`src/rtl/rprc_ram.sv`:
```
module rprc_ram #(
    parameter int WIDTH = 8,
    parameter int DEPTH = 16,
    localparam int AW = (DEPTH > 1) ? $clog2(DEPTH) : 1
) (
    input  logic             i_clk,
    input  logic             i_we,
    input  logic [AW-1:0]    i_waddr,
    input  logic [WIDTH-1:0] i_wdata,
    input  logic             i_re,
    input  logic [AW-1:0]    i_raddr,
    output logic [WIDTH-1:0] o_rdata
);

    logic [WIDTH-1:0] r_mem [DEPTH];
    logic [WIDTH-1:0] r_rdata;

    always_ff @(posedge i_clk) begin
        if (i_we) begin
            r_mem[i_waddr] <= i_wdata;
        end
        if (i_re) begin
            r_rdata <= r_mem[i_raddr];
        end
    end

    assign o_rdata = r_rdata;

endmodule

```
`config.mk`:
```
export PLATFORM = sky130hd
export DESIGN_NAME = rprc_ram
export DESIGN_NICKNAME = d
export VERILOG_FILES = /design/src/rtl/rprc_ram.sv
export SDC_FILE = /design/constraint.sdc
export NUM_CORES = 1
export LEC_CHECK = 0
export BUFFER_PORTS_ARGS = -buffer_cell sky130_fd_sc_hd__buf_2
export CORE_ASPECT_RATIO = 1.25
export CORE_MARGIN = 1
export CORE_UTILIZATION = 25
export CTS_BUF_LIST = sky130_fd_sc_hd__clkbuf_8 sky130_fd_sc_hd__clkbuf_16
export CTS_CLUSTER_DIAMETER = 150
export DETAILED_ROUTE_END_ITERATION = 7
export PLACE_DENSITY = 0.45
export SETUP_SLACK_MARGIN = 0.02
export SLEW_MARGIN = 10
export SYNTH_ARGS = -nofsm -noshare
export SYNTH_HDL_FRONTEND = slang
export SYNTH_SLANG_ARGS = --single-unit
```
`constraint.sdc`:
```
create_clock -name i_clk -period 4.2 [get_ports i_clk]
set_input_delay 0.42 -clock i_clk [delete_from_list [all_inputs] [get_ports i_clk]]
set_output_delay 0.42 -clock i_clk [all_outputs]
set_load 0.01 [all_outputs]
```
# After elaboration in Yosys (flattened, before gate mapping)
# Memories as Yosys holds them, arrays and structs flattened. A register that Yosys moved wholly into a read port is not among the register bits.
# Cells that the tools add are included.
[totals]
n_memories = 1
elab_cells = 3
out_inout_bits = 8
inputBits = 19
register_bits = 0
mem_bits_rw = 128
[memory_table]
columns = ["name", "depth", "word_bits", "read_ports", "rd_ports_with_merged_regs", "write_ports", "line", "text"]
rows = [
  ["r_mem", 16, 8, 1, 1, 1, "15", "logic [WIDTH-1:0] r_mem [DEPTH];"],
]
[op_classes]
n_mux = 2
[ops]
columns = ["operator", "count"]
rows = [
  ["$mux 1", 2],
]

# Logic depth before layout (Yosys ltp)
# Gate-level depths: netlist of the first run.
[depth]
word_depth = 2
ltp_mapped = 5
depth_no_buf = 3

# Worst setup path after synthesis of the first run
# No wires, ideal clock.
[synth_path]
kind = "input -> register"
start = "input i_waddr[2]"
end = "memory r_mem[0][0], enable pin"
slack_ns = 2.287
n_path_buf = 0
cell_stages = 2
t_required_ns = 3.817
arrival_time_ns = 1.530
cell_sequence = "or3b_2 -> nor3_1"
[synth_lines]
columns = ["element", "line", "text"]
rows = [
  ["from (decl)", "8", "input logic [AW-1:0] i_waddr,"],
  ["to (decl)", "15", ""],
]
# No word-level cell before the write port.

==> flow_summary.rst, run 1 <==
.. list-table::
   :header-rows: 1

   * - Metric
     - Value
   * - Hold WC Path Type
     - in -> reg
   * - Maximum VDD drop
     - 0.2709 mV
   * - Initial standard-cell utilization of the core
     - between 20% and 30%
   * - P&R area growth vs syn
     - 20.54%
   * - Largest clock skew in the final design
     - 0.003907 ns
   * - Largest stage delay on the critical path
     - 0.60 ns
   * - Cell Pwr Density
     - around 530 nW/µm²
   * - Vias per std cell
     - between 4 and 5
   * - Total CTS buffers
     - 17
   * - Endpoint of the worst hold-timing path
     - o_rdata[7]$_DFFE_PP_
   * - Number of nets in the synthesized netlist
     - ~250
   * - Average footprint of a synthesized cell
     - 22.83 µm²
   * - Clock sinks
     - 136
   * - Sequential cell area
     - between 4000 and 5000 µm²
   * - Core footprint
     - 20320 µm²
   * - Cell Rows
     - 58
   * - Number of synthesized register bits
     - 136
   * - Area of the mapped netlist
     - 5228 µm²
   * - Number of antenna cells inserted
     - 0
   * - DRT Wirelength
     - 10.75 mm
   * - Ratio of final minimum period to clock period
     - 51.13%
   * - Antenna violations before repair
     - 0
   * - Highest achievable clock rate
     - roughly 0.47 GHz
   * - Maximum clock insertion buffer count
     - 2
   * - Final cell count without fillers
     - 551
   * - Element type at the critical path start
     - input pin
   * - Number of cells traversed by the worst register-to-register path
     - 3
   * - Hold path startpoint
     - i_re
   * - Max-slew violation count
     - 0
   * - CTS tree
     - done
   * - Final Setup Violations
     - 0
   * - Setup Total Neg Slack
     - 0 ns
   * - Multi-input combinational cell area
     - 1062 µm²
   * - Pleak
     - 2.039 nW
   * - Synthesized instance count
     - 229
   * - Maximum number of pins on one net before global-route repair
     - 33
   * - Global-route congestion overflow total
     - 0
   * - End of the worst register-to-register path
     - o_rdata[7]$_DFFE_PP_
   * - Number of nets in the final layout
     - 287
   * - CTS Root Buffer Type
     - sky130_fd_sc_hd__clkbuf_16
   * - GP Congestion
     - about 0.70
   * - Worst-case register-to-register setup slack
     - 2.67 ns
   * - Number of setup buffers added after CTS
     - 0
   * - Routed WL per cell
     - 19.52 µm
   * - Sequential-to-total area share from yosys stat
     - 78.12%
   * - Filler cell count
     - 2011
   * - H-tree lvl count
     - 4
   * - Latest clock arrival within the worst-skew pair
     - between 0.4 and 0.5 ns
   * - Post-route minimum period
     - 2.147 ns
   * - Required time of the critical path
     - 4.35 ns
   * - Cell breakdown of the critical path
     - buf_2 -> buf_4 -> mux4_1 -> a22oi_1 -> nand2_1
   * - Cell at the slowest stage of the critical path
     - sky130_fd_sc_hd__buf_2
   * - Cell family contributing the most delay on the critical path
     - buffers and inverters
   * - WS Path Type
     - in -> reg
   * - Number of gates given a new drive strength after cts
     - 0
   * - Count of antenna-violating nets left after detailed routing
     - 0
   * - Worst-case headroom to the max-slew limit
     - 27.62%
   * - RSZ-0062 raised after global routing
     - false
   * - Post-Place Cells
     - 519
   * - Chip width
     - 131.3 µm
   * - Die area
     - around 21000 µm²
   * - Number of library cell types mapped by synthesis
     - 18
   * - Clock transition at the register clock pins on the worst setup and hold paths after CTS
     - 0.06 ns
   * - Nature of the critical path endpoint
     - flop
   * - Power consumption
     - 3.316 mW
   * - Total number of vias
     - 2386
   * - Total routing usage reported by global routing
     - 10.97%
   * - Number of global-route vias before repair
     - 2564
   * - DRC Markers
     - 0
   * - Global-route wire length before repair
     - 16.44 mm
   * - Placed wire-length estimate
     - 6.814 mm
   * - Number of buffers inserted by port buffering
     - 26
   * - Pre-antenna DRT Iters
     - 4
   * - Data arrival time at the worst-slack endpoint
     - 2.30 ns
   * - Status
     - complete, no violations
   * - WP buf/inv
     - 2
   * - Worst Max-Slew Pin Slew
     - around 1.1 ns
   * - Share of the core filled with cells
     - 31.01%
   * - Hold Fails Final Rpt
     - 0
   * - Hold buffer count at cts
     - 0
   * - Die Span Y
     - 163.7 µm
   * - WHS Path Cells
     - 1
   * - 1st-iter DRT viols
     - 115
   * - Critical path peak fanout
     - 22
   * - Yosys warnings
     - 0
   * - Top Ports
     - 27
   * - Beginning of the worst register-to-register path
     - r_mem[3][7]$_DFFE_PP_
   * - Max-capacitance violation count
     - 0
   * - Proportion of layout cells with a drive suffix above 1
     - 28.11%
## worst reg2reg max path, cell delays in order (launching register included)
cell and delay, ns:
sky130_fd_sc_hd__edfxtp_1 0.36, sky130_fd_sc_hd__mux4_2 0.47, sky130_fd_sc_hd__a22oi_1 0.25, sky130_fd_sc_hd__nand2_1 0.17
## sequential cells by signal, summed over array words and instances (netlist names)
| name | flops |
|---|---|
| r_mem | 128 |
| o_rdata | 8 |
## layer usage
layer / GRT usage (%) / up-vias / part of all wire, %
li1: - / 1055 / -
met1: 14.57 / 1254 / 46
met2: 16.76 / 70 / 47
met3: 3.476 / 7 / 5.7
met4: 4.123 / 0 / 0.82
met5: 0 / - / 0
## cell families (layout without fill, tap and decap cells)
kind of cell,count (synthesis),in the layout,share of synthesized area [%]
DFF,136,136,78.12
and+or+nand+nor,35,35,3.136
muxes,32,32,14.79
AOI/OAI and AO/OA,16,16,2.298
buffers and inverters,10,62,1.651
## worst max path at each step
stage / start / to / slack [ns] / depth (start not counted)
2_1_floorplan: i_waddr[2] / r_mem[0][0]$_DFFE_PP_ / 2.29 / 2
3_3_place_gp: i_raddr[0] / o_rdata[1]$_DFFE_PP_ / 1.59 / 5
3_5_place_dp: i_raddr[0] / o_rdata[1]$_DFFE_PP_ / 1.54 / 5
4_1_cts: i_raddr[0] / o_rdata[1]$_DFFE_PP_ / 1.98 / 5
5_1_grt: i_raddr[0] / o_rdata[1]$_DFFE_PP_ / 1.91 / 5
6_report: i_raddr[0] / o_rdata[1]$_DFFE_PP_ / 2.05 / 5
## cells in the mapped netlist
master / count / area share [%]
sky130_fd_sc_hd__clkdlybuf4s25_2: 3 / 0.57
sky130_fd_sc_hd__buf_2: 3 / 0.29
sky130_fd_sc_hd__nor2_1: 13 / 0.93
sky130_fd_sc_hd__buf_4: 1 / 0.14
sky130_fd_sc_hd__nand2b_1: 2 / 0.24
sky130_fd_sc_hd__and2b_1: 1 / 0.14
sky130_fd_sc_hd__mux4_1: 14 / 7.0
sky130_fd_sc_hd__nor3_1: 4 / 0.38
sky130_fd_sc_hd__nand2_1: 9 / 0.65
sky130_fd_sc_hd__or3b_2: 1 / 0.17
sky130_fd_sc_hd__and2_1: 1 / 0.12
sky130_fd_sc_hd__nor2b_1: 1 / 0.12
sky130_fd_sc_hd__a22oi_1: 16 / 2.3
sky130_fd_sc_hd__nand3b_1: 2 / 0.29
sky130_fd_sc_hd__nand3_1: 1 / 0.096
sky130_fd_sc_hd__edfxtp_1: 136 / 78
sky130_fd_sc_hd__mux4_2: 18 / 7.8
sky130_fd_sc_hd__buf_6: 3 / 0.65
## layout make-up
class                   count  area share [%]
well taps                 270           5.361
clock inverters            15           3.674
repair buffers             30           2.542
flip-flops and latches    136           64.81
multi-input cells          83           16.86
clock buffers              17           6.751
## layout by cell type (no fill, tap or decap), drive strengths merged
cell type / n
a22oi: 16
and2: 1
and2b: 1
buf: 30
bufinv: 6
clkbuf: 17
clkinv: 5
clkinvlp: 4
edfxtp: 136
mux4: 32
nand2: 9
nand2b: 2
nand3: 1
nand3b: 2
nor2: 13
nor2b: 1
nor3: 4
or3b: 1
## stage by stage
step	area (µm²)	setup WS, ns	hold slack, ns
floorplan	5228	2.287	0.5189
global placement	5644	1.590	0.7282
detailed placement	5644	1.540	0.7351
CTS	6301	1.982	0.3497
global route	6301	1.909	0.3567
finish	6301	2.053	0.3716
## where the power goes
group | switching [mW] | internal, mW
registers | 0.00842 | 1.53
logic | 0.0822 | 0.0539
clock network | 0.538 | 1.10
Power figures use the tool's default switching activity.
==> run 2: changes to the inputs <==
PLACE_DENSITY = 0.47   (was 0.45)
clock period = 1.85 ns   (was 4.2 ns; I/O delays follow)
==> run 2 against run 1 <==
Wire length is 1.7% lower. Sequential power is 130% higher. Die area stayed put. Flip-flop and latch count stayed put. Global-route usage is 0.19 points lower. Total power is 110% higher. Clock skew is 0.0026 ns higher. Critical path depth is 2 lower. Via count is 0.80% higher. Clock power is 98% higher. Utilization is 0.49 points higher. Count of clock-buffer cells in the layout stayed put. Critical path type is now reg -> reg.
==> flow_summary.rst, run 2 (synthesized netlist as in run 1, its figures left out) <==
.. list-table::
   :header-rows: 1

   * - Metric
     - Value
   * - Status
     - complete, no violations
   * - Cell Rows
     - 58 (unchanged)
   * - Chip width
     - 131.3 µm (unchanged)
   * - Total CTS buffers
     - 17 (unchanged)
   * - Proportion of layout cells with a drive suffix above 1
     - 31.77% (+3.7 points)
   * - RSZ-0062 raised after global routing
     - false
   * - Clock sinks
     - 136 (unchanged)
   * - DRT Wirelength
     - 10.57 mm (-1.7%)
   * - Latest clock arrival within the worst-skew pair
     - 0.42 ns (about the same)
   * - Global-route congestion overflow total
     - 0 (unchanged)
   * - Final Setup Violations
     - 0 (unchanged)
   * - Largest clock skew in the final design
     - 0.006529 ns (+0.002622 ns)
   * - Worst Setup Slack, final
     - 0.2954 ns (-1.757 ns)
   * - Largest stage delay on the critical path
     - 0.53 ns (-0.07 ns)
   * - Data arrival time at the worst-slack endpoint
     - 1.71 ns (-0.59 ns)
   * - Flip-flop count of the largest register, all copies and words added
     - 128 (unchanged)
   * - Routed WL per cell
     - 18.57 µm (-4.8%)
   * - Die area
     - 21500 µm² (unchanged)
   * - Number of global-route vias before repair
     - 2604 (+1.6%)
   * - CTS tree
     - done
   * - Number of setup buffers added after CTS
     - 0 (unchanged)
   * - Placed wire-length estimate
     - 6.974 mm (+2.3%)
   * - Element type at the critical path start
     - flop
   * - Initial standard-cell utilization of the core
     - 25.73% (unchanged)
   * - Max-slew violation count
     - 0 (unchanged)
   * - Highest achievable clock rate
     - roughly 0.64 GHz
   * - Core footprint
     - 20320 µm² (unchanged)
   * - Cell family contributing the most delay on the critical path
     - multiplexers
   * - Ratio of final minimum period to clock period
     - a little over four fifths
   * - Global-route wire length before repair
     - 16.17 mm (-1.6%)
   * - Worst-case headroom to the max-slew limit
     - 73.38% (+46 points)
   * - Pre-antenna DRT Iters
     - 4 (unchanged)
   * - CTS Root Buffer Type
     - sky130_fd_sc_hd__clkbuf_16
   * - Maximum clock insertion buffer count
     - 2 (unchanged)
   * - GP Congestion
     - 0.6643 (-4.7%)
   * - Number of antenna cells inserted
     - 0 (unchanged)
   * - Maximum number of pins on one net before global-route repair
     - 33 (unchanged)
   * - Clock transition at the register clock pins on the worst setup and hold paths after CTS
     - 0.06 ns (about the same)
   * - Required time of the critical path
     - 2.01 ns (-2.34 ns)
   * - Cell Area, Placed
     - 5832 µm² (+3.3%)
   * - WS Path Type
     - reg -> reg
   * - Commonest non-fill, non-tap cell in the layout
     - sky130_fd_sc_hd__edfxtp_1
   * - Cell Pwr Density
     - 1106 nW/µm² (+110%)
   * - Commonest cells after routing, fill and taps aside
     - 136 x sky130_fd_sc_hd__edfxtp_1, 26 x sky130_fd_sc_hd__buf_2, 19 x sky130_fd_sc_hd__buf_4
   * - Power consumption
     - 7.076 mW (+110%)
   * - WP buf/inv
     - 0 (-2)
   * - Share of the core filled with cells
     - 31.50% (+0.49 points)
   * - Worst Max-Slew Pin Slew
     - 0.3993 ns (-0.6824 ns)
   * - Number of nets in the final layout
     - 306 (+6.6%)
   * - Count of antenna-violating nets left after detailed routing
     - 0 (unchanged)
   * - Antenna violations before repair
     - 0 (unchanged)
   * - Cell area after layout
     - 6400 µm² (+1.6%)
   * - Vias per std cell
     - 4.227 (-2.4%)
   * - Post-route minimum period
     - 1.555 ns
   * - Number of gates given a new drive strength after cts
     - 0 (unchanged)
   * - Post-Place Cells
     - 538 (+3.7%)
   * - Filler cell count
     - 2001 (-0.50%)
   * - Cell at the slowest stage of the critical path
     - sky130_fd_sc_hd__mux4_1
   * - Top reg by flops
     - r_mem
   * - Setup Total Neg Slack
     - 0 ns (unchanged)
   * - Final cell count without fillers
     - 569 (+3.3%)
   * - DRC Markers
     - 0 (unchanged)
   * - Maximum VDD drop
     - 0.5461 mV (+100%)
   * - Number of buffers inserted by port buffering
     - 26 (unchanged)
   * - 1st-iter DRT viols
     - 127 (+10%)
   * - Critical path peak fanout
     - 1 (-95%)
   * - Total routing usage reported by global routing
     - 10.78% (-0.19 points)
   * - Hold WC Path Type
     - in -> reg
   * - Total number of vias
     - 2405 (+0.80%)
   * - Pleak
     - 2.142 nW (+5.1%)
   * - Max-capacitance violation count
     - 0 (unchanged)
   * - Hold Fails Final Rpt
     - 0 (unchanged)
   * - H-tree lvl count
     - 4 (unchanged)
   * - P&R area growth vs syn
     - 22.43%
   * - Nature of the critical path endpoint
     - flop
   * - Die Span Y
     - 163.7 µm (unchanged)
   * - Top Ports
     - 27 (unchanged)
   * - Worst Setup Slack post-DPL
     - 0.009342 ns (-1.530 ns)
   * - Hold WS
     - 0.1270 ns (-0.2445 ns)
   * - Cell breakdown of the critical path
     - mux4_1 -> a22oi_1 -> nand2_1
   * - Hold buffer count at cts
     - 0 (unchanged)
[run 2: changes by cell type in the layout (fill, tap and decap cells not counted)]
cell	change
sky130_fd_sc_hd__buf_4	+15
sky130_fd_sc_hd__buf_12	+4
sky130_fd_sc_hd__clkinv_2	+4
sky130_fd_sc_hd__bufinv_16	-3
sky130_fd_sc_hd__clkinvlp_4	-3
sky130_fd_sc_hd__inv_1	+3
sky130_fd_sc_hd__clkinv_1	-2
sky130_fd_sc_hd__nor3_1	+1
sky130_fd_sc_hd__nor3_2	-1
[run 2: worst reg2reg max path, delay by kind of cell (launching register included)]
| kind | cells | cell delay [ns] |
|---|---|---|
| compound gates | 1 | 0.32 |
| flops | 1 | 0.35 |
| mux | 1 | 0.53 |
| simple gates | 1 | 0.10 |
[run 2: metal layers]
metal,GRT usage [%],wire [µm]
met3,3.538,400
met1,13.26,4858
met5,0,0
met2,17.17,5100
met4,5.127,210
[run 2: where the power goes]
group	leakage, nW	internal, mW	switching [mW]
clock	0.293	2.07	1.18
combinational	0.613	0.146	0.192
sequential	1.24	3.47	0.0155
[run 2: path summary, 6_finish.rpt]
check / endpoint / slack, ns / cells after the start / start
setup / recovery: o_rdata[5]$_DFFE_PP_ / 0.30 / 3 / r_mem[1][5]$_DFFE_PP_
setup reg to reg: o_rdata[5]$_DFFE_PP_ / 0.30 / 3 / r_mem[1][5]$_DFFE_PP_
hold reg to reg: o_rdata[7]$_DFFE_PP_ / 0.76 / 3 / r_mem[15][7]$_DFFE_PP_
hold / removal: o_rdata[0]$_DFFE_PP_ / 0.13 / 1 / i_re
[run 2: area by class of cell]
class                           count  area (µm²)  share of cell area [%]
Clock buffer                       17       425.4                   6.647
Sequential cell                   136        4084                   63.81
Clock inverter                     14       142.6                   2.229
Multi-Input combinational cell     83        1057                   16.52
Tap cell                          270       337.8                   5.279
Timing Repair Buffer               49       352.8                   5.513
