<file path="config.mk">
export PLATFORM = sky130hd
export DESIGN_NAME = rprc_cell
export DESIGN_NICKNAME = d
export VERILOG_FILES = /design/src/rtl/rprc_pkg.sv /design/src/rtl/rprc_cell.sv
export SDC_FILE = /design/constraint.sdc
export NUM_CORES = 1
export LEC_CHECK = 0
export BUFFER_PORTS_ARGS = -buffer_cell sky130_fd_sc_hd__buf_4
export CAP_MARGIN = 20
export CORE_AREA = 2 2 39 41
export CTS_BUF_LIST = sky130_fd_sc_hd__clkbuf_8
export DETAILED_ROUTE_END_ITERATION = 8
export DIE_AREA = 0 0 41 43
export HOLD_SLACK_MARGIN = 0.08
export PLACE_DENSITY = 0.52
export SYNTH_ARGS = -nofsm -noshare
export SYNTH_HDL_FRONTEND = slang
export SYNTH_SLANG_ARGS = --single-unit
export TNS_END_PERCENT = 10
</file>
<file path="constraint.sdc">
create_clock -name i_clk -period 1.5 [get_ports i_clk]
set_clock_uncertainty 0.15 [all_clocks]
set_input_delay 0.075 -clock i_clk [delete_from_list [all_inputs] [get_ports i_clk]]
set_output_delay 0.075 -clock i_clk [all_outputs]
set_load 0.01 [all_outputs]
</file>
<file path="src/rtl/rprc_pkg.sv">
package rprc_pkg;

    localparam int DATA_W     = 8;
    localparam int COUNT_W    = 21;
    localparam int CFG_IDX_W  = 2;
    localparam int CFG_DATA_W = 11;

    localparam logic [CFG_IDX_W-1:0] CFG_IMAGE_WIDTH  = 2'd0;
    localparam logic [CFG_IDX_W-1:0] CFG_IMAGE_HEIGHT = 2'd1;
    localparam logic [CFG_IDX_W-1:0] CFG_RELAX_RADIUS = 2'd2;

    localparam logic [DATA_W-1:0] CLASS_ONE  = 8'd1;
    localparam logic [DATA_W-1:0] CLASS_ZERO = 8'd0;

    // One pending centre pixel of the current row and what its window has seen so far.
    typedef struct packed {
        logic valid;
        logic cp;
        logic cr;
        logic hp;
        logic hr;
    } t_cell;

    typedef struct packed {
        logic en;
        logic clear;
        logic last;
        logic row_end;
        logic v_p;
        logic v_r;
    } t_cell_ctl;

endpackage

</file>
<file path="src/rtl/rprc_cell.sv">
module rprc_cell (
    input  logic                i_clk,
    input  logic                i_rst_n,
    input  rprc_pkg::t_cell_ctl i_ctl,
    input  rprc_pkg::t_cell     i_prev,
    output rprc_pkg::t_cell     o_cell,
    output logic                o_hit_p,
    output logic                o_hit_r
);

    rprc_pkg::t_cell r_cell;
    rprc_pkg::t_cell upd;
    rprc_pkg::t_cell n_cell;
    logic            retire;

    always_comb begin
        upd    = i_prev;
        upd.hp = i_prev.hp | i_ctl.v_p;
        upd.hr = i_prev.hr | i_ctl.v_r;
        retire = upd.valid & (i_ctl.last | i_ctl.row_end);
        o_hit_p = i_ctl.en & retire & upd.cp & upd.hp;
        o_hit_r = i_ctl.en & retire & upd.cr & upd.hr;
        n_cell       = upd;
        n_cell.valid = upd.valid & ~retire;
    end

    always_ff @(posedge i_clk) begin
        if (!i_rst_n || i_ctl.clear) begin
            r_cell <= '0;
        end else if (i_ctl.en) begin
            r_cell <= n_cell;
        end
    end

    assign o_cell = r_cell;

endmodule

</file>
# Word level (Yosys, flattened, before mapping)
# Index checks and enable logic that the tools add are counted.
totals:
  out_inout_bits: 7
  input_bits: 13
  ff_bits: 5
  wordCells: 18
op_classes:
  bitwise_logic: 11
  reduce_logical: 2
op_table:
  columns: ["operator", "n"]
  rows:
  - ["$and A1 B1 Y1", 7]
  - ["$or A1 B1 Y1", 3]
  - ["$logic_not A1 Y1", 1]
  - ["$logic_or A1 B1 Y1", 1]
  - ["$not A1 Y1", 1]

# Longest topological paths before layout
# Gate-level depths: netlist of the first run.
logic_depth:
  ltp_word: 5
  depth_mapped: 3
  depth_no_buf: 2

# Worst setup path after synthesis of the first run
# OpenSTA, ideal clock, no wires.
synth_timing:
  path_type: "register -> register"
  from: "register, netlist name o_cell[4]"
  to: "register r_cell (netlist bit o_cell[4])"
  required_ns: 1.284
  setup_slack_ns: 0.720
  setup_ns: 0.066
  n_path_buf: 0
  arrival_ns: 0.564
  stages_incl_launch_ff: 3
  synth_period_minus_slack_ns: 0.780
  cell_sequence: "dfxtp_1 nand2b_4 a21oi_2"
synth_rtl:
  columns: ["item", "line_no", "text"]
  rows:
  - ["end signal, assigned", "rprc_cell.sv:31", "r_cell <= n_cell;"]
  - ["end, declared", "rprc_cell.sv:11", "rprc_pkg::t_cell r_cell;"]

# Worst setup path in the final report of the first run
layout_timing:
  from: "input i_rst_n"
  to: "register r_cell (netlist bit o_cell[4])"
layout_between:
  elab_chain_cells: 2
layout_lines:
  columns: ["item", "line_no", "text"]
  rows:
  - ["start, declared", "rprc_cell.sv:3", "input logic i_rst_n,"]
  - ["$logic_not A1 Y1", "rprc_cell.sv:28", "if (!i_rst_n || i_ctl.clear) begin"]
  - ["$logic_or A1 B1 Y1", "rprc_cell.sv:28", null]
# Every way passes these cells.
# A chain may end at the register's enable or synchronous reset.

==> results of run 1 <==
final timing paths:
check                          from                      to  slack, ns  depth (start not counted)
max                         i_rst_n  o_cell[4]$_SDFFE_PP0P_       0.03                          5
min                        i_ctl[4]  o_cell[2]$_SDFFE_PP0P_       0.01                          3
max reg2reg  o_cell[4]$_SDFFE_PP0P_  o_cell[4]$_SDFFE_PP0P_       0.18                          3
min reg2reg  o_cell[1]$_SDFFE_PP0P_  o_cell[1]$_SDFFE_PP0P_       0.34                          2
report_power, final:
part           switching [W]  leakage [nW]  internal [W]   total, W
registers         0.00000268        0.0408      0.000138   0.000141
logic              0.0000288         0.169     0.0000481  0.0000770
clock network      0.0000662        0.0269      0.000175   0.000242
worst max-delay path, cell delays in order:
cell and delay, ns:
dlygate4sd3_1 0.53, buf_4 0.14, nand2b_4 0.09, a21oi_2 0.03, dlygate4sd3_1 0.55
area by class of cell:
cell class                      instances  area (um^2)  area share
Clock buffer                            3        41.29     0.08108
Timing Repair Buffer                   24        192.7      0.3784
Tap cell                               16        20.02     0.03931
Clock inverter                          1        3.754    0.007371
Multi-Input combinational cell         17        151.4      0.2973
Sequential cell                         5        100.1      0.1966
cell families after synthesis:
group / share of synthesized area
AND/OR/NAND/NOR: 0.3286
multiplexers: 0.07619
flip-flops: 0.3810
buffers and inverters: 0.04285
AO/OA/AOI/OAI: 0.1714
routing by layer:
layer / track usage / vias to the layer above / part of all wire
met4: 0.08000 / 0 / 0
li1: - / 135 / -
met5: 0 / - / 0
met2: 0.1000 / 16 / 0.40
met3: 0.04712 / 0 / 0.14
met1: 0.1290 / 113 / 0.45
Yosys cell counts:
cell / n / area share
buf_6: 1 / 0.043
mux2i_1: 2 / 0.076
o211ai_4: 1 / 0.081
a21oi_2: 1 / 0.033
nor3b_2: 2 / 0.095
nand2b_4: 2 / 0.10
nor2_1: 6 / 0.086
nand4bb_1: 1 / 0.043
a211oi_1: 2 / 0.057
dfxtp_1: 5 / 0.38
stage by stage:
step | power, W | util | area, um^2 | hold WS, ns
2_1_floorplan | 0.0001731 | - | 262.8 | 0.06956
3_3_place_gp | 0.0002117 | 0.2993 | 414.1 | 0.1808
3_5_place_dp | 0.0002121 | 0.2993 | 414.1 | 0.1837
4_1_cts | 0.0004671 | 0.3680 | 509.2 | 0.009774
5_1_grt | 0.0004877 | 0.3680 | 509.2 | 0.02265
6_report | 0.0004598 | 0.3680 | 509.2 | 0.01263
==> qor_table.md, run 1 <==
| Item | Value |
| --- | --- |
| Root cell of the clock tree | clkbuf_8 |
| Post-CTS Setup Repair Bufs | 0 |
| Number of sinks driven by the clock tree | 5 |
| Grt ovf | 0 |
| Maximum ir drop on the vdd rail | 0.0002700 V |
| Final standard cell count with taps included and fillers excluded | 66 |
| Largest net degree at the start of global routing | 7 |
| IO Count | 20 |
| Type of the tightest min-delay check | input pin to register |
| Aggregate routed wire length | 662 um |
| Average size of a mapped cell | 11.42 um^2 |
| Layout area overhead | 93.81% |
| Commonest non-fill, non-tap cells in the layout | 19 x buf_4, 6 x nor2_1, 5 x dlygate4sd3_1, 5 x dfxtp_1, 3 x clkbuf_8 |
| Hold Fails Final Rpt | 0 |
| CP Capture Type | register |
| Global-route wire length before repair | 1.014 mm |
| Post-DP HPWL | 507.9 um |
| Starting density of the core | 0.1899 |
| Unique cell type count in the Yosys netlist | 10 |
| GRT Overall Usage | 0.09347 |
| Unrepaired setup endpoints after global routing | no |
| Syn Std Cell Area | 262.8 um^2 |
| Die outline area | 1763 um^2 |
| Number of nets in the final layout | 64 |
| Clk slew on worst S/H paths | 0.04 ns |
| Count of TritonRoute iterations in the first routing pass | 2 |
| Die width | 41 um |
| Flops & latches, synth | 5 |
| Post-placement setup slack | 0.6374 ns |
| Total placed cells including tap cells | 57 |
| PnR worst setup slack | 0.03350 ns |
| Count of input and output buffers | 19 |
| Status | finished, final reports clean |
| Post-synthesis sequential area ratio | 0.3810 |
| Most common cell after layout, fill and taps aside | buf_4 |
| Final Wtd Congestion | 0.6756 |
| Static leakage power | 0.2372 nW |
| Transition at the pin with the smallest max-transition slack | 0.2575 ns |
| Vias in the first global route | 232 |
| Number of antenna violations at the first check in global routing | 0 |
| Number of synthesis warnings | 0 |
| Die span in y | 43 um |
| Shortest period the worst path allows | 1.466 ns |
| Core Area | 1384 um^2 |
| Total power per unit cell area | 902.9 nW/um^2 |
| Hold-fix buffer count after cts | 5 |
| Number of violations of the max-capacitance limit | 0 |
| Per-cell routed wire length | 10.03 um |
| Number of failing setup endpoints in the final timing report | 0 |
| Fillcell total | 142 |
| Clock tree from TritonCTS | built |
| Count of vias placed by the detailed router | 264 |
| Worst slew margin relative to its limit | 0.8278 |
| Clock buffer depth | 2 |
| Remaining number of nets flagged by the antenna check after routing | 0 |
| Number of placement rows | 14 |
| Required time of the critical path | 1.45 ns |
| Arrival @ worst endpoint | 1.42 ns |
| H-tree level count | 1 |
| Share of post-route cells with drive strength above 1 | 0.5600 |
| Gate count of the mapped netlist | 23 |
| Crit Path Class | input pin to register |
| Max Slew Vio Count | 0 |
| Startpoint kind of the worst setup timing path | input pin |
| Antenna diode count | 0 |
| Clock latency on the worst-skew pair | 0.22 ns |
| Via density per instance | 4.000 |
| Post-cts sizing count | 0 |
| Number of flip-flops in the largest register | 5 |
| Number of DRC markers in iteration 0 | 3 |
| Final total negative setup slack | 0 ns |
| Number of buffers created by CTS | 3 |
| Synth Net Count | 36 |
| Worst-path maximum fanout | 5 |
| Final worst-path cycle share | 0.9777 |
| Timing-limited maximum frequency | 681.9 MHz |
| Number of design rule violations left after detail routing | 0 |
No activity file was read; power rests on OpenSTA's default activity.
==> run 2, diff against run 1 <==
--- a/config.mk
+++ b/config.mk
@@ -7,12 +7,15 @@
 export LEC_CHECK = 0
 export BUFFER_PORTS_ARGS = -buffer_cell sky130_fd_sc_hd__buf_4
 export CAP_MARGIN = 20
-export CORE_AREA = 2 2 39 41
-export CTS_BUF_LIST = sky130_fd_sc_hd__clkbuf_8
+export CELL_PAD_IN_SITES_DETAIL_PLACEMENT = 2
+export CELL_PAD_IN_SITES_GLOBAL_PLACEMENT = 2
+export CORE_MARGIN = 1.5
+export CORE_UTILIZATION = 20
+export CTS_BUF_LIST = sky130_fd_sc_hd__clkbuf_16
 export DETAILED_ROUTE_END_ITERATION = 8
-export DIE_AREA = 0 0 41 43
+export GPL_TIMING_DRIVEN = 0
 export HOLD_SLACK_MARGIN = 0.08
-export PLACE_DENSITY = 0.52
+export PLACE_DENSITY = 0.81
 export SYNTH_ARGS = -nofsm -noshare
 export SYNTH_HDL_FRONTEND = slang
 export SYNTH_SLANG_ARGS = --single-unit
==> run 2 against run 1 <==
Compared with the run above: clock power is 81% higher; largest cell class unchanged; critical endpoint is now o_hit_r; non-clock buffer count is 3 higher; global-route usage is 8.0 points higher; via count is 11% higher.
==> qor_table.md, run 2 (synthesis results as in run 1) <==
| Item | Value | vs previous |
| --- | --- | --- |
| Status | finished, final reports clean |  |
| Worst-path maximum fanout | 2 | -3 |
| Fillcell total | 124 | -13% |
| Via density per instance | 4.388 | +9.7% |
| Die span in y | 39.25 um | -8.7% |
| CP Capture Type | primary output |  |
| Shortest period the worst path allows | 1.407 ns | -0.05987 ns |
| Core Area | 1171 um^2 | -15% |
| Number of nets in the final layout | 67 | +4.7% |
| Root cell of the clock tree | clkbuf_16 |  |
| Count of TritonRoute iterations in the first routing pass | 1 | -1 |
| Max Slew Vio Count | 0 | unchanged |
| Number of flip-flops in the largest register | 5 | unchanged |
| Global-route wire length before repair | 1.524 mm | +50% |
| Largest net degree at the start of global routing | 10 | +3 |
| Clock buffer depth | 2 | unchanged |
| Die width | 39.25 um | -4.3% |
| Grt ovf | 0 | unchanged |
| IO Count | 20 | unchanged |
| End of the worst register-to-register path | o_cell[1]$_SDFFE_PP0P_ |  |
| Number of design rule violations left after detail routing | 0 | unchanged |
| Critical path's most frequent cell | buf_4 |  |
| Clock tree from TritonCTS | built |  |
| Cell with the largest stage delay on the worst path | dlygate4sd3_1 |  |
| Commonest non-fill, non-tap cells in the layout | 18 x buf_4, 8 x dlygate4sd3_1, 6 x nor2_1 |  |
| Worst reg2reg path startpoint | o_cell[1]$_SDFFE_PP0P_ |  |
| Transition at the pin with the smallest max-transition slack | 0.1939 ns | -0.06356 ns |
| End of the critical path | o_hit_r |  |
| Clock latency on the worst-skew pair | 0.23 ns | about the same |
| H-tree level count | 1 | unchanged |
| Final design utilization | 0.4904 | +0.1224 |
| Starting density of the core | 0.2244 | +0.03449 |
| Die outline area | 1540 um^2 | -13% |
| List of cells traversed by the critical path | dlygate4sd3_1, buf_4, o211ai_4, nor3b_2, buf_4 |  |
| Post-CTS Setup Repair Bufs | 0 | unchanged |
| Remaining number of nets flagged by the antenna check after routing | 0 | unchanged |
| Clk slew on worst S/H paths | 0.03 ns | about the same |
| Most common cell after layout, fill and taps aside | buf_4 |  |
| Final total negative setup slack | 0 ns | unchanged |
| Count of vias placed by the detailed router | 294 | +11% |
| Number of violations of the max-capacitance limit | 0 | unchanged |
| Largest stage delay on the critical path | 0.54 ns | about the same |
| Required time of the critical path | 1.27 ns | -0.18 ns |
| Aggregate routed wire length | 959 um | +45% |
| Post-cts sizing count | 0 | unchanged |
| Timing-limited maximum frequency | 710.9 MHz | +4.3% |
| Total power per unit cell area | 1162 nW/um^2 | +29% |
| Post-DP HPWL | 678.1 um | +34% |
| Layout area overhead | 118.6% |  |
| Final Wtd Congestion | 0.6408 | -5.2% |
| Hold Fails Final Rpt | 0 | unchanged |
| Number of sinks driven by the clock tree | 5 | unchanged |
| Number of failing setup endpoints in the final timing report | 0 | unchanged |
| Antenna diode count | 0 | unchanged |
| Total placed cells including tap cells | 55 | -3.5% |
| Worst-case reg-to-reg path depth | 2 | -1 |
| Arrival @ worst endpoint | 1.18 ns | -0.24 ns |
| Number of antenna violations at the first check in global routing | 0 | unchanged |
| Worst setup path startpoint | i_ctl[2] |  |
| Startpoint kind of the worst setup timing path | input pin |  |
| Crit Path Class | input pin to primary output |  |
| Hold-fix buffer count after cts | 8 | +3 |
| Share of post-route cells with drive strength above 1 | 0.5283 | -0.03170 |
| Total power | 0.0006672 W | +45% |
| Unrepaired setup endpoints after global routing | no |  |
| Maximum ir drop on the vdd rail | 0.0008150 V | +200% |
| Worst slew margin relative to its limit | 0.8699 | +0.04216 |
| Number of buffers created by CTS | 3 | unchanged |
| Final standard cell count with taps included and fillers excluded | 67 | +1.5% |
| Static leakage power | 0.2637 nW | +11% |
| Count of input and output buffers | 18 | -1 |
| Number of placement rows | 12 | -2 |
| Vias in the first global route | 353 | +52% |
| Number of DRC markers in iteration 0 | 0 | -3 |
| Final worst-path cycle share | 0.9377 | -0.03992 |
| Setup slack of the most critical reg-to-reg path | 0.72 ns | +0.54 ns |
| Type of the tightest min-delay check | input pin to register |  |
| Per-cell routed wire length | 14.31 um | +43% |
| GRT Overall Usage | 0.1738 | +0.08034 |
[run 2: cell types whose count changed in the layout (fill, tap and decap cells not counted), sizes merged]
cell / previous run / this run
dlygate4sd3: 5 / 8
[run 2: critical path, delay by kind of cell]
family	cells	cell delay, ns
buf+inv	3	0.84
compound gates	1	0.21
simple gates	1	0.07
[run 2: how the worst min path moves through the flow]
stage              start  slack, ns  depth (start not counted)                endpoint
2_1_floorplan    i_rst_n       0.07                          2  o_cell[4]$_SDFFE_PP0P_
3_3_place_gp   i_prev[3]       0.17                          3  o_cell[3]$_SDFFE_PP0P_
3_5_place_dp    i_ctl[5]       0.18                          2  o_cell[0]$_SDFFE_PP0P_
4_1_cts        i_prev[0]       0.08                          3  o_cell[0]$_SDFFE_PP0P_
5_1_grt        i_prev[0]        0.1                          3  o_cell[0]$_SDFFE_PP0P_
6_report       i_prev[0]       0.08                          3  o_cell[0]$_SDFFE_PP0P_
[run 2: layer usage]
metal	track usage	vias to the layer above	share of wire
met3	0.08671	2	0.072
met2	0.3333	18	0.60
li1	-	140	-
met4	0.1293	0	0.025
met1	0.1237	134	0.30
met5	0	-	0
[run 2: report_power, final]
group          switching [W]   total, W  internal [W]
combinational      0.0000326  0.0000880     0.0000554
sequential        0.00000294   0.000141      0.000138
clock              0.0000920   0.000438      0.000346
[run 2: metrics by stage]
stage	area, um^2	hold WS, ns	worst slack (ns)
2_1_floorplan	262.8	0.06956	0.7202
5_1_grt	574.3	0.09758	0.04358
3_5_place_dp	415.4	0.1816	0.6569
3_3_place_gp	415.4	0.1694	0.6645
4_1_cts	574.3	0.08314	0.07132
6_report	574.3	0.07725	0.09338
[run 2: area by class of cell]
cell class | count | area (um^2) | area share
well taps | 14 | 17.52 | 0.03050
clock inverters | 1 | 3.754 | 0.006536
flip-flops and latches | 5 | 100.1 | 0.1743
multi-input cells | 17 | 151.4 | 0.2636
clock buffers | 3 | 75.07 | 0.1307
plain buffers | 1 | 11.26 | 0.01961
repair buffers | 26 | 215.2 | 0.3747
==> run 3, diff against run 2 <==
--- a/config.mk
+++ b/config.mk
@@ -12,10 +12,12 @@
 export CORE_MARGIN = 1.5
 export CORE_UTILIZATION = 20
 export CTS_BUF_LIST = sky130_fd_sc_hd__clkbuf_16
+export CTS_CLUSTER_SIZE = 8
 export DETAILED_ROUTE_END_ITERATION = 8
 export GPL_TIMING_DRIVEN = 0
 export HOLD_SLACK_MARGIN = 0.08
-export PLACE_DENSITY = 0.81
+export PLACE_DENSITY_LB_ADDON = 0.1
+export SLEW_MARGIN = 25
 export SYNTH_ARGS = -nofsm -noshare
 export SYNTH_HDL_FRONTEND = slang
 export SYNTH_SLANG_ARGS = --single-unit
==> run 3 against run 2 <==
Compared with the run above: sequential power hardly changed; count of clock-buffer cells in the layout stayed put; utilization stayed put; combinational power is 0.7% lower; die area stayed put; clock power hardly changed; global-route usage is 2.0 points lower; sequential share of layout area stayed put; sequential cell count stayed put; maximum frequency is 0.91% lower; non-clock buffer count stayed put; cell area stayed put; largest cell class unchanged; largest power group unchanged.
==> qor_table.md, run 3 (synthesis results as in run 1) <==
| Item | Value | vs previous |
| --- | --- | --- |
| Status | finished, final reports clean |  |
| Final instance area | 574.3 um^2 | unchanged |
| Hold depth | 3 | unchanged |
| Type of the tightest min-delay check | input pin to register |  |
| IO Count | 20 | unchanged |
| Hold Fails Final Rpt | 0 | unchanged |
| Comb pwr share | 0.132 | about the same |
| Number of antenna violations at the first check in global routing | 0 | unchanged |
| Per-cell routed wire length | 12.67 um | -11% |
| Shortest period the worst path allows | 1.420 ns | +0.01299 ns |
| Aggregate routed wire length | 849 um | -11% |
| Final worst-path cycle share | 0.9464 | +0.008658 |
| Unrepaired setup endpoints after global routing | no |  |
| Clock latency on the worst-skew pair | 0.23 ns | about the same |
| Setup slack of the most critical reg-to-reg path | 0.73 ns | about the same |
| Sequential group share of total power | 0.213 | about the same |
| List of cells traversed by the critical path | dlygate4sd3_1, buf_4, o211ai_4, nor3b_2, buf_4 |  |
| Share of post-route cells with drive strength above 1 | 0.5283 | unchanged |
| Commonest non-fill, non-tap cells in the layout | 18 x buf_4, 8 x dlygate4sd3_1, 6 x nor2_1 |  |
| Most common cell after layout, fill and taps aside | buf_4 |  |
| H-tree level count | 1 | unchanged |
| Number of flip-flops in the largest register | 5 | unchanged |
| Max Slew Vio Count | 0 | unchanged |
| Crit Path Class | input pin to primary output |  |
| Number of buffer and inverter instances along the worst setup path | 3 | unchanged |
| CP Capture Type | primary output |  |
| Critical path's most frequent cell | buf_4 |  |
| GRT Overall Usage | 0.1538 | -0.02006 |
| Number of violations of the max-capacitance limit | 0 | unchanged |
| Clock tree from TritonCTS | built |  |
| Worst slew margin relative to its limit | 0.8686 | -0.001307 |
| Most crowded layer after global routing | met2 |  |
| Cell with the largest stage delay on the worst path | dlygate4sd3_1 |  |
| Number of design rule violations left after detail routing | 0 | unchanged |
| Arrival @ worst endpoint | 1.19 ns | about the same |
| Vias in the first global route | 334 | -5.4% |
| Number of buffers created by CTS | 3 | unchanged |
| Number of sinks driven by the clock tree | 5 | unchanged |
| Final Wtd Congestion | 0.5741 | -10% |
| Internal power of the cells | 0.0005393 W | about the same |
| Die outline area | 1540 um^2 | unchanged |
| Global-route wire length before repair | 1.386 mm | -9.1% |
| Die span in y | 39.25 um | unchanged |
| Worst-case hold path end point | o_cell[0]$_SDFFE_PP0P_ |  |
| Global routing met1 resource utilization | 0.1241 | +0.0004266 |
| Reported net switching power | 0.0001240 W | -2.8% |
| Total power per unit cell area | 1155 nW/um^2 | -0.58% |
| Antenna diode count | 0 | unchanged |
| Worst path top cell family by delay | buffers and inverters |  |
| Sw Ratio | 0.1870 | -0.004201 |
| Largest net degree at the start of global routing | 10 | unchanged |
| Root cell of the clock tree | clkbuf_16 |  |
| Grt ovf | 0 | unchanged |
| Worst reg2reg path startpoint | o_cell[1]$_SDFFE_PP0P_ |  |
| Transition at the pin with the smallest max-transition slack | 0.1961 ns | +0.002191 ns |
| Number of DRC markers in iteration 0 | 0 | unchanged |
| Clock buffer depth | 2 | unchanged |
| Largest stage delay on the critical path | 0.54 ns | about the same |
| Layout area overhead | 118.6% | unchanged |
| Portion of total power attributed to the clock network | 0.656 | about the same |
| Core Area | 1171 um^2 | unchanged |
| Number of nets in the final layout | 67 | unchanged |
| Number of placement rows | 12 | unchanged |
| Worst-case reg-to-reg path depth | 2 | unchanged |
| Final total negative setup slack | 0 ns | unchanged |
| Maximum ir drop on the vdd rail | 0.0007103 V | -13% |
| Startpoint kind of the worst setup timing path | input pin |  |
| Required time of the critical path | 1.27 ns | about the same |
| Fillcell total | 128 | +3.2% |
| Met2 global-route usage | 0.2625 | -0.07083 |
| End of the worst register-to-register path | o_cell[1]$_SDFFE_PP0P_ |  |
| Via density per instance | 4.448 | +1.4% |
| Grt met3 use | 0.1040 | +0.01734 |
| Count of TritonRoute iterations in the first routing pass | 1 | unchanged |
| Remaining number of nets flagged by the antenna check after routing | 0 | unchanged |
| Clk slew on worst S/H paths | 0.03 ns | about the same |
| Static leakage power | 0.2637 nW | unchanged |
| Count of vias placed by the detailed router | 298 | +1.4% |
| Total cell area at the placement stage | 415.4 um^2 | unchanged |
| Number of failing setup endpoints in the final timing report | 0 | unchanged |
| Hold Startpoint | i_prev[0] |  |
| Timing-limited maximum frequency | 704.4 MHz | -0.91% |
| Count of input and output buffers | 18 | unchanged |
| Starting density of the core | 0.2244 | unchanged |
| Post-DP HPWL | 595.3 um | -12% |
| Die width | 39.25 um | unchanged |
| Post-CTS Setup Repair Bufs | 0 | unchanged |
| Worst-path maximum fanout | 2 | unchanged |
[run 3: cell counts in the layout (fill, tap and decap cells not counted)]
Identical to the previous run, type by type.
[run 3: metrics by stage]
step	instances	power, W	util	worst slack, ns	hold slack [ns]
floorplan	23	0.0001731	-	0.7202	0.06956
global placement	55	0.0002113	0.3547	0.6617	0.1697
detailed placement	55	0.0002144	0.3547	0.6373	0.1843
CTS	67	0.0006732	0.4904	0.06513	0.09782
global route	67	0.0006886	0.4904	0.05025	0.1210
finish	67	0.0006633	0.4904	0.08039	0.08173
[run 3: how the worst max path moves through the flow]
stage,startpoint,endpoint,cells past startpoint
global route,i_ctl[2],o_hit_p,5
finish,i_ctl[2],o_hit_p,5
detailed placement,i_ctl[2],o_hit_p,4
CTS,i_ctl[5],o_hit_p,5
floorplan,o_cell[4]$_SDFFE_PP0P_,o_cell[4]$_SDFFE_PP0P_,2
global placement,i_ctl[2],o_hit_p,4
[run 3: layout make-up]
type                            instances  area [um^2]  share of cell area
Timing Repair Buffer                   26        215.2              0.3747
Multi-Input combinational cell         17        151.4              0.2636
Sequential cell                         5        100.1              0.1743
Clock buffer                            3        75.07              0.1307
Tap cell                               14        17.52             0.03050
Buffer                                  1        11.26             0.01961
Clock inverter                          1        3.754            0.006536
[run 3: what timing repair did]
| action | CTS | global route |
|---|---|---|
| hold endpoints to repair | 5 | 0 |
| hold buffers | 8 | 0 |
| gates resized for setup | 0 | 0 |
[run 3: metal layers]
layer / wire [um] / up-vias
li1: - / 140
met1: 302 / 138
met2: 443 / 16
met3: 81 / 4
met4: 21 / 0
met5: 0 / -
[run 3: worst min-delay path, cell delays in order]
cell and delay [ns]:
buf_4 0.08, nor2_1 0.05, a211oi_1 0.21
[run 3: power by group through the flow]
stage,Combinational (W),Sequential (W),Clock [W]
global placement,0.0000686,0.000143,0
finish,0.0000874,0.000141,0.000435
floorplan,0.0000282,0.000145,0
CTS,0.0000886,0.000141,0.000444
global route,0.0000940,0.000142,0.000453
detailed placement,0.0000715,0.000143,0
